**src/rtl/core/lcg48_pkg.sv**
```systemverilog
// Shared types and constants for the 48-bit LCG random generator.
package lcg48_pkg;

    localparam int STATE_W = 48;
    localparam int VALUE_W = 63;
    localparam int BOUND_W = 31;
    localparam int HALF_W  = 24;

    localparam logic [STATE_W-1:0] LCG_MULT = 48'h0005_DEEC_E66D;
    localparam logic [STATE_W-1:0] LCG_ADD  = 48'h0000_0000_000B;

    // request kinds
    localparam logic [1:0] KIND_RAW     = 2'd0;
    localparam logic [1:0] KIND_BOUNDED = 2'd1;
    localparam logic [1:0] KIND_LONG    = 2'd2;
    localparam logic [1:0] KIND_DOUBLE  = 2'd3;

    // result register update codes
    localparam logic [3:0] RES_NONE = 4'd0;
    localparam logic [3:0] RES_RAW  = 4'd1;
    localparam logic [3:0] RES_HI31 = 4'd2;
    localparam logic [3:0] RES_LO31 = 4'd3;
    localparam logic [3:0] RES_HI26 = 4'd4;
    localparam logic [3:0] RES_LO27 = 4'd5;
    localparam logic [3:0] RES_POW2 = 4'd6;
    localparam logic [3:0] RES_MOD  = 4'd7;
    localparam logic [3:0] RES_BAD  = 4'd8;

    typedef struct packed {
        logic       capture;
        logic       mul_en;
        logic [1:0] mul_step;
        logic       div_load;
        logic       div_en;
        logic [3:0] res_op;
        logic       out_load;
    } lcg48_cmd_t;

    typedef struct packed {
        logic [1:0] kind;
        logic       bound_zero;
        logic       bound_pow2;
        logic       reject;
    } lcg48_status_t;

endpackage

```
**src/rtl/core/lcg48_ctrl.sv**
```systemverilog
// Request sequencer for the LCG generator: draws, divide loop, result handoff.
module lcg48_ctrl
(
    input  logic                     clk,
    input  logic                     rst_n,
    input  logic                     in_valid,
    output logic                     in_ready,
    output logic                     out_valid,
    input  logic                     out_ready,
    input  lcg48_pkg::lcg48_status_t status,
    output lcg48_pkg::lcg48_cmd_t    cmd
);

    localparam logic [2:0] ST_IDLE     = 3'd0;
    localparam logic [2:0] ST_DISPATCH = 3'd1;
    localparam logic [2:0] ST_MUL      = 3'd2;
    localparam logic [2:0] ST_USE      = 3'd3;
    localparam logic [2:0] ST_DIV      = 3'd4;
    localparam logic [2:0] ST_CHECK    = 3'd5;
    localparam logic [2:0] ST_FINISH   = 3'd6;

    localparam logic [4:0] MUL_LAST = 5'd3;
    localparam logic [4:0] DIV_LAST = 5'(lcg48_pkg::BOUND_W - 1);

    logic [2:0] state_reg, state_next;
    logic [4:0] cnt_reg, cnt_next;
    logic       phase_reg, phase_next;
    logic       out_valid_reg, out_valid_next;

    always_comb
    begin
        cmd        = '0;
        state_next = state_reg;
        cnt_next   = cnt_reg;
        phase_next = phase_reg;
        case (state_reg)
            ST_IDLE:
            begin
                if (in_valid)
                begin
                    cmd.capture = 1'b1;
                    phase_next  = 1'b0;
                    state_next  = ST_DISPATCH;
                end
            end
            ST_DISPATCH:
            begin
                cnt_next = '0;
                if (status.kind == lcg48_pkg::KIND_BOUNDED && status.bound_zero)
                begin
                    cmd.res_op = lcg48_pkg::RES_BAD;
                    state_next = ST_FINISH;
                end
                else
                begin
                    state_next = ST_MUL;
                end
            end
            ST_MUL:
            begin
                cmd.mul_en   = 1'b1;
                cmd.mul_step = cnt_reg[1:0];
                if (cnt_reg == MUL_LAST)
                begin
                    cnt_next   = '0;
                    state_next = ST_USE;
                end
                else
                begin
                    cnt_next = cnt_reg + 5'd1;
                end
            end
            ST_USE:
            begin
                case (status.kind)
                    lcg48_pkg::KIND_RAW:
                    begin
                        cmd.res_op = lcg48_pkg::RES_RAW;
                        state_next = ST_FINISH;
                    end
                    lcg48_pkg::KIND_BOUNDED:
                    begin
                        if (status.bound_pow2)
                        begin
                            cmd.res_op = lcg48_pkg::RES_POW2;
                            state_next = ST_FINISH;
                        end
                        else
                        begin
                            cmd.div_load = 1'b1;
                            state_next   = ST_DIV;
                        end
                    end
                    lcg48_pkg::KIND_LONG:
                    begin
                        if (!phase_reg)
                        begin
                            cmd.res_op = lcg48_pkg::RES_HI31;
                            phase_next = 1'b1;
                            state_next = ST_MUL;
                        end
                        else
                        begin
                            cmd.res_op = lcg48_pkg::RES_LO31;
                            state_next = ST_FINISH;
                        end
                    end
                    default:
                    begin
                        if (!phase_reg)
                        begin
                            cmd.res_op = lcg48_pkg::RES_HI26;
                            phase_next = 1'b1;
                            state_next = ST_MUL;
                        end
                        else
                        begin
                            cmd.res_op = lcg48_pkg::RES_LO27;
                            state_next = ST_FINISH;
                        end
                    end
                endcase
            end
            ST_DIV:
            begin
                cmd.div_en = 1'b1;
                if (cnt_reg == DIV_LAST)
                begin
                    cnt_next   = '0;
                    state_next = ST_CHECK;
                end
                else
                begin
                    cnt_next = cnt_reg + 5'd1;
                end
            end
            ST_CHECK:
            begin
                // rejected draw: go around for a fresh one
                if (status.reject)
                begin
                    state_next = ST_MUL;
                end
                else
                begin
                    cmd.res_op = lcg48_pkg::RES_MOD;
                    state_next = ST_FINISH;
                end
            end
            ST_FINISH:
            begin
                if (!out_valid_reg || out_ready)
                begin
                    cmd.out_load = 1'b1;
                    state_next   = ST_IDLE;
                end
            end
            default:
            begin
                state_next = ST_IDLE;
            end
        endcase
    end

    always_comb
    begin
        if (cmd.out_load)
            out_valid_next = 1'b1;
        else if (out_ready)
            out_valid_next = 1'b0;
        else
            out_valid_next = out_valid_reg;
    end

    always_ff @(posedge clk or negedge rst_n)
    begin
        if (!rst_n)
        begin
            state_reg     <= ST_IDLE;
            cnt_reg       <= '0;
            phase_reg     <= 1'b0;
            out_valid_reg <= 1'b0;
        end
        else
        begin
            state_reg     <= state_next;
            cnt_reg       <= cnt_next;
            phase_reg     <= phase_next;
            out_valid_reg <= out_valid_next;
        end
    end

    assign in_ready  = (state_reg == ST_IDLE);
    assign out_valid = out_valid_reg;

endmodule

```
**src/rtl/core/lcg48_dp.sv**
```systemverilog
// Datapath: LCG state, shared 24x24 multiplier, restoring divider, result registers.
module lcg48_dp
(
    input  logic                     clk,
    input  logic                     rst_n,
    input  logic                     cfg_we,
    input  logic [47:0]              cfg_wdata,
    input  logic [1:0]               kind,
    input  logic [5:0]               bit_count,
    input  logic [30:0]              bound,
    input  lcg48_pkg::lcg48_cmd_t    cmd,
    output lcg48_pkg::lcg48_status_t status,
    output logic [62:0]              value,
    output logic                     bad_bound
);

    localparam int HW = lcg48_pkg::HALF_W;
    localparam logic [HW-1:0] M_LO = lcg48_pkg::LCG_MULT[HW-1:0];
    localparam logic [HW-1:0] M_HI = lcg48_pkg::LCG_MULT[2*HW-1:HW];

    logic [47:0] st_reg, st_next;
    logic [47:0] prod_reg, prod_next;
    logic [47:0] acc_reg, acc_next;
    logic [1:0]  kind_reg;
    logic [5:0]  nbits_reg;
    logic [30:0] bound_reg;
    logic [30:0] r_reg, r_next;
    logic [30:0] rem_reg, rem_next;
    logic [30:0] dq_reg, dq_next;
    logic [62:0] res_reg, res_next;
    logic        bad_reg, bad_next;
    logic [62:0] value_reg;
    logic        bad_out_reg;

    logic [HW-1:0] op_a, op_b;
    logic [47:0]   prod_add;
    logic [31:0]   trial;
    logic [32:0]   chk_sum;
    logic [5:0]    nsat;
    logic [5:0]    raw_sh;
    logic [31:0]   raw_val;
    logic [61:0]   pow2_prod;
    logic [30:0]   draw31;

    // multiply operand select: lo*lo, lo*hi, hi*lo (hi*hi falls off the top)
    always_comb
    begin
        case (cmd.mul_step)
            2'd0:
            begin
                op_a = st_reg[HW-1:0];
                op_b = M_LO;
            end
            2'd1:
            begin
                op_a = st_reg[HW-1:0];
                op_b = M_HI;
            end
            2'd2:
            begin
                op_a = st_reg[2*HW-1:HW];
                op_b = M_LO;
            end
            default:
            begin
                op_a = st_reg[HW-1:0];
                op_b = M_LO;
            end
        endcase
    end

    // step 1 adds the low product as is, later steps add cross terms shifted up
    assign prod_add = (cmd.mul_step == 2'd1) ? prod_reg : {prod_reg[HW-1:0], {HW{1'b0}}};

    always_comb
    begin
        prod_next = prod_reg;
        acc_next  = acc_reg;
        st_next   = st_reg;
        if (cfg_we)
        begin
            st_next = cfg_wdata ^ lcg48_pkg::LCG_MULT;
        end
        else if (cmd.mul_en)
        begin
            prod_next = op_a * op_b;
            if (cmd.mul_step == 2'd0)
                acc_next = lcg48_pkg::LCG_ADD;
            else
                acc_next = acc_reg + prod_add;
            if (cmd.mul_step == 2'd3)
                st_next = acc_reg + prod_add;
        end
    end

    assign draw31 = st_reg[47:17];

    // restoring divide, one quotient bit per cycle; only the remainder is kept
    assign trial = {rem_reg, dq_reg[30]};

    always_comb
    begin
        r_next   = r_reg;
        rem_next = rem_reg;
        dq_next  = dq_reg;
        if (cmd.div_load)
        begin
            r_next   = draw31;
            rem_next = '0;
            dq_next  = draw31;
        end
        else if (cmd.div_en)
        begin
            dq_next = {dq_reg[29:0], 1'b0};
            if (trial >= {1'b0, bound_reg})
                rem_next = 31'(trial - {1'b0, bound_reg});
            else
                rem_next = trial[30:0];
        end
    end

    // r - v + bound - 1 reaching 2^31 means the draw is rejected
    assign chk_sum = {2'b00, r_reg} - {2'b00, rem_reg} + {2'b00, bound_reg} - 33'd1;

    assign nsat    = (nbits_reg > 6'd32) ? 6'd32 : nbits_reg;
    assign raw_sh  = 6'd32 - nsat;
    assign raw_val = st_reg[47:16] >> raw_sh;

    assign pow2_prod = {31'd0, draw31} * {31'd0, bound_reg};

    always_comb
    begin
        res_next = res_reg;
        bad_next = bad_reg;
        case (cmd.res_op)
            lcg48_pkg::RES_NONE:
            begin
                res_next = res_reg;
            end
            lcg48_pkg::RES_RAW:
            begin
                res_next = {31'd0, raw_val};
                bad_next = 1'b0;
            end
            lcg48_pkg::RES_HI31:
            begin
                res_next = {draw31, 32'd0};
                bad_next = 1'b0;
            end
            lcg48_pkg::RES_LO31:
            begin
                res_next = {res_reg[62:32], 1'b0, draw31};
            end
            lcg48_pkg::RES_HI26:
            begin
                res_next = {10'd0, st_reg[47:22], 27'd0};
                bad_next = 1'b0;
            end
            lcg48_pkg::RES_LO27:
            begin
                res_next = {res_reg[62:27], st_reg[47:21]};
            end
            lcg48_pkg::RES_POW2:
            begin
                res_next = {32'd0, pow2_prod[61:31]};
                bad_next = 1'b0;
            end
            lcg48_pkg::RES_MOD:
            begin
                res_next = {32'd0, rem_reg};
                bad_next = 1'b0;
            end
            lcg48_pkg::RES_BAD:
            begin
                res_next = '0;
                bad_next = 1'b1;
            end
            default:
            begin
                res_next = res_reg;
            end
        endcase
    end

    always_ff @(posedge clk or negedge rst_n)
    begin
        if (!rst_n)
        begin
            st_reg <= lcg48_pkg::LCG_MULT;
        end
        else
        begin
            st_reg <= st_next;
        end
    end

    always_ff @(posedge clk)
    begin
        prod_reg <= prod_next;
        acc_reg  <= acc_next;
        r_reg    <= r_next;
        rem_reg  <= rem_next;
        dq_reg   <= dq_next;
        res_reg  <= res_next;
        bad_reg  <= bad_next;
        if (cmd.capture)
        begin
            kind_reg  <= kind;
            nbits_reg <= bit_count;
            bound_reg <= bound;
        end
        if (cmd.out_load)
        begin
            value_reg   <= res_reg;
            bad_out_reg <= bad_reg;
        end
    end

    assign status.kind       = kind_reg;
    assign status.bound_zero = (bound_reg == '0);
    assign status.bound_pow2 = ((bound_reg & (bound_reg - 31'd1)) == '0);
    assign status.reject     = chk_sum[31];

    assign value     = value_reg;
    assign bad_bound = bad_out_reg;

endmodule

```
**src/rtl/core/lcg48_random_generator.sv**
```systemverilog
// Top level of the 48-bit LCG random generator.
// Requests arrive on in_valid/in_ready with kind, bit_count and bound; one
// result per request leaves on out_valid/out_ready as value and bad_bound.
// cfg_we/cfg_wdata load a seed; the state becomes seed XOR 0x5DEECE66D.
// The user must write seeds only while no request is in flight; the block itself does not enforce it.
// Each draw advances the state through a shared 24x24 multiplier. A raw
// draw or a power-of-two bound takes one draw, long and double fraction two,
// a zero bound none; other bounded ints repeat, per draw tried, the
// multiply, the handoff state, the restoring divide and the rejection
// check, until a draw is accepted.
// One request is in work at a time; in_ready is high only when idle, so the
// next request is taken no earlier than the cycle after a result is loaded.
// A finished result sits in the output register while the next request is
// accepted; if the receiver stalls, the following result waits in the
// sequencer until the output register frees up.
// Reset loads the state with the scrambled zero seed and empties the output.
module lcg48_random_generator
(
    input  logic        clk,
    input  logic        rst_n,
    input  logic        cfg_we,
    input  logic [47:0] cfg_wdata,
    input  logic        in_valid,
    output logic        in_ready,
    input  logic [1:0]  kind,
    input  logic [5:0]  bit_count,
    input  logic [30:0] bound,
    output logic        out_valid,
    input  logic        out_ready,
    output logic [62:0] value,
    output logic        bad_bound
);

    lcg48_pkg::lcg48_cmd_t    cmd;
    lcg48_pkg::lcg48_status_t status;

    lcg48_ctrl u_ctrl
    (
        .clk       (clk),
        .rst_n     (rst_n),
        .in_valid  (in_valid),
        .in_ready  (in_ready),
        .out_valid (out_valid),
        .out_ready (out_ready),
        .status    (status),
        .cmd       (cmd)
    );

    lcg48_dp u_dp
    (
        .clk       (clk),
        .rst_n     (rst_n),
        .cfg_we    (cfg_we),
        .cfg_wdata (cfg_wdata),
        .kind      (kind),
        .bit_count (bit_count),
        .bound     (bound),
        .cmd       (cmd),
        .status    (status),
        .value     (value),
        .bad_bound (bad_bound)
    );

endmodule

```
**config.mk**
```make
export PLATFORM = sky130hd
export DESIGN_NAME = lcg48_random_generator
export DESIGN_NICKNAME = d
export VERILOG_FILES = /design/src/rtl/core/lcg48_pkg.sv /design/src/rtl/core/lcg48_ctrl.sv /design/src/rtl/core/lcg48_dp.sv /design/src/rtl/core/lcg48_random_generator.sv
export SDC_FILE = /design/constraint.sdc
export NUM_CORES = 2
export LEC_CHECK = 0
export BUFFER_PORTS_ARGS = -buffer_cell sky130_fd_sc_hd__clkbuf_2
export CAP_MARGIN = 10
export CORE_ASPECT_RATIO = 2
export CORE_MARGIN = 3
export CORE_UTILIZATION = 42
export CTS_BUF_LIST = sky130_fd_sc_hd__clkbuf_16
export DETAILED_ROUTE_END_ITERATION = 8
export HOLD_SLACK_MARGIN = 0.05
export PLACE_DENSITY = 0.63
export SKIP_LAST_GASP = 1
export SYNTH_ARGS = -nofsm -noshare
export SYNTH_HDL_FRONTEND = slang
export SYNTH_SLANG_ARGS = --single-unit
```
**constraint.sdc**
```tcl
create_clock -name clk -period 17.93 [get_ports clk]
set_input_delay 1.793 -clock clk [delete_from_list [all_inputs] [get_ports clk]]
set_output_delay 1.793 -clock clk [all_outputs]
set_load 0.05 [all_outputs]
```
==> flow_summary.toml <==
[global_routing]
track_usage_pct = 29.58
grt_overflow = 0
antenna_found_initial = 14
grt_pass1_vias = 58310
grt_start_max_net_pins = 80
grt_pass1_wl_mm = 365.1

[place]
gp_congestion = 1.002
hpwl_mm = 190.6
io_buffer_count = 157

[timing]
post-route-period-util_pct = 58.24
period_needed_ns = 10.44
worst_pin_slew_ns = 1.360
fmax_ghz = 0.09576
setup_viol_count_final = 0
slew_headroom_pct = 8.626
hold_viol_final = 0
whs_ns = 0.4177
grt_setup_unrepaired = "no"
fin_skew_ns = 0.03655
finalSetupTns_ns = 0
slew_viol_final = 0

[synthesis]
ys.flop_type = "edfxtp_1"
synth_edf_count = 325
synth-warning-count = 0
syn_area_sq_um = 68320
synth_cells = 7156
synth-async-reset-ratio_pct = 14.01
synth.avg_cell_area_sq_um = 9.547
ys_seq_elements = 414
ys_types = 92
yosysSeqAreaShare_pct = 17.36

[detailed_routing]
drt-total-wl_mm = 247.4
num_vias = 52750
ant_nets = 0
wl_per_cell_microns = 26.75
drt_iter0_drc = 3632
drcViolationCount = 3
drt_first_pass_iters = 9
detail_route.vias_per_cell = 5.704

[clocking]
cts_tree = "yes"
clk_latency_ns = 0.66
post-cts-setup-buffer-count = 0
cts_buffer_depth = 3
cts.sinks = 414
cts-resized-gates = 0
hold_buffers = 0
path_clk_slew_ns = 0.06
clockRootBuffer = "clkbuf_16"
cts_max_level = 2
cts_buffers = 46

[finish]
drive_gt1_share_pct = 6.349
nFillCells = 15380
multi_input_area_sq_um = 49640
layout.nets = 9014
areaGrowthSynthToFinish_pct = 6.631
seq_area_sq_um = 11880

[worst_setup_path]
critPathKind = "register to register"
timing.critical_path.mode_cell = "fa_1"
start_kind = "register"
cp.buffers_inverters = 4
cp.required_ns = 18.27
critPathCaptureType = "register"
cp_max_fo = 24
crit_path_top_delay_cell = "dfrtp_1"
slowest_delay_ns = 1.01
arrival_ns = 10.78
cp_top_family = "adder cells"

[run_status]
outcome = "finished, violations left"
violations = "DRC"

[job]
drv_cap = 0

[die]
ioPinCount = 158
coreArea_sq_um = 161100
dieWidth_microns = 291.2
initial_core_util_pct = 42.41
row_count = 208
die_y_microns = 576.4
dieArea_sq_um = 167800

[worst_hold_path]
holdCritPathClass = "register to register"
metal layers:
metal  part of all wire, %  vias up  global-route usage (%)  wire length [microns]
met5                     0        -                       0                      0
met3                   5.9     1052                   4.373                  14550
met2                    52     2440                   54.38                 129200
met4                    11        0                   26.46                  27370
li1                      -    22270                       -                      -
met1                    31    26990                   28.32                  76270
layout make-up:
class	instances	area share (%)
antenna	13	0.04465
sequential	414	16.31
timing repair buffer	263	2.185
multi-input combinational	4913	68.14
clock buffer	47	1.614
inverter	1461	7.528
tap	2100	3.607
clock inverter	37	0.5771
worst reg2reg max path, stage by stage (launching register included):
cell	delay (ns)
dfrtp_1	1.01
nor2_1	0.36
nand3_1	0.21
buf_4	0.50
mux2_2	0.46
inv_1	0.15
nor2_1	0.87
fa_1	0.61
fa_1	0.55
fa_1	0.59
fa_1	0.47
fa_1	0.55
inv_1	0.05
fa_1	0.48
inv_1	0.05
fa_1	0.43
ha_1	0.43
nand3_1	0.16
or4_1	0.50
or2_0	0.23
o22ai_1	0.25
o21bai_1	0.17
and4_1	0.23
o31ai_2	0.31
a21bo_2	0.23
or4_1	0.11
nand3_1	0.18
logic make-up after synthesis:
| group | count (synthesis) | share of synthesized area [%] |
|---|---|---|
| adder cells (fa/ha/maj) | 1826 | 46.68 |
| XOR/XNOR | 145 | 1.859 |
| AO/OA/AOI/OAI | 818 | 7.668 |
| other | 1 | 0.005489 |
| multiplexers | 157 | 2.401 |
| buffers and inverters | 1830 | 10.09 |
| flip-flops | 414 | 17.36 |
| AND/OR/NAND/NOR | 1965 | 13.93 |
cell usage in the layout, fill, tap and decap left out, drive strengths merged, types with 95 or more instances in the layout:
master	Yosys	layout
nor2	234	234
buf	43	108
edfxtp	325	325
a21oi	260	260
fa	1206	1206
mux2i	138	138
and2	522	522
clkbuf	326	202
nand3	95	95
o21ai	173	173
inv	1461	1472
nand2	868	868
a21o	102	102
ha	617	617
synth_stat cells, drive strengths merged, types with 53 or more instances:
cell,n,share of area [%]
a21o,102,1.1
a21oi,260,1.9
and2,522,4.8
clkbuf,326,1.8
edfxtp,325,14
fa,1206,35
ha,617,11
inv,1461,8.0
mux2i,138,2.0
nand2,868,4.8
nand3,95,0.70
nor2,234,1.3
o21ai,173,1.3
xnor2,92,1.2
xor2,53,0.68
metrics by stage:
step / util, % / setup slack, ns / area (sq um) / instances
after global routing: 45.20 / 7.062 / 72820 / 9236
final: 45.22 / 7.487 / 72850 / 9248
after global placement: 44.19 / 7.149 / 71180 / 9147
after detailed placement: 44.21 / 7.370 / 71210 / 9150
after floorplan: - / 8.494 / 68320 / 7157
after CTS: 45.20 / 7.342 / 72810 / 9234
final timing paths:
check | from | to | slack (ns) | depth (start not counted)
setup / recovery | u_ctrl.state_reg[2] | u_dp.prod_reg[41] | 7.49 | 26
hold / removal | u_dp.res_reg[12] | u_dp.value[12] | 0.42 | 0
setup reg to reg | u_ctrl.state_reg[2] | u_dp.prod_reg[41] | 7.49 | 26
hold reg to reg | u_dp.res_reg[12] | u_dp.value[12] | 0.42 | 0
max in group asynchronous | rst_n | u_dp.st_reg[29] | 15.90 | 1
min in group asynchronous | rst_n | u_ctrl.out_valid | 1.26 | 1
Power is not shown: default switching activity piles up to over one toggle a cycle in this logic, so the estimate is an artifact.
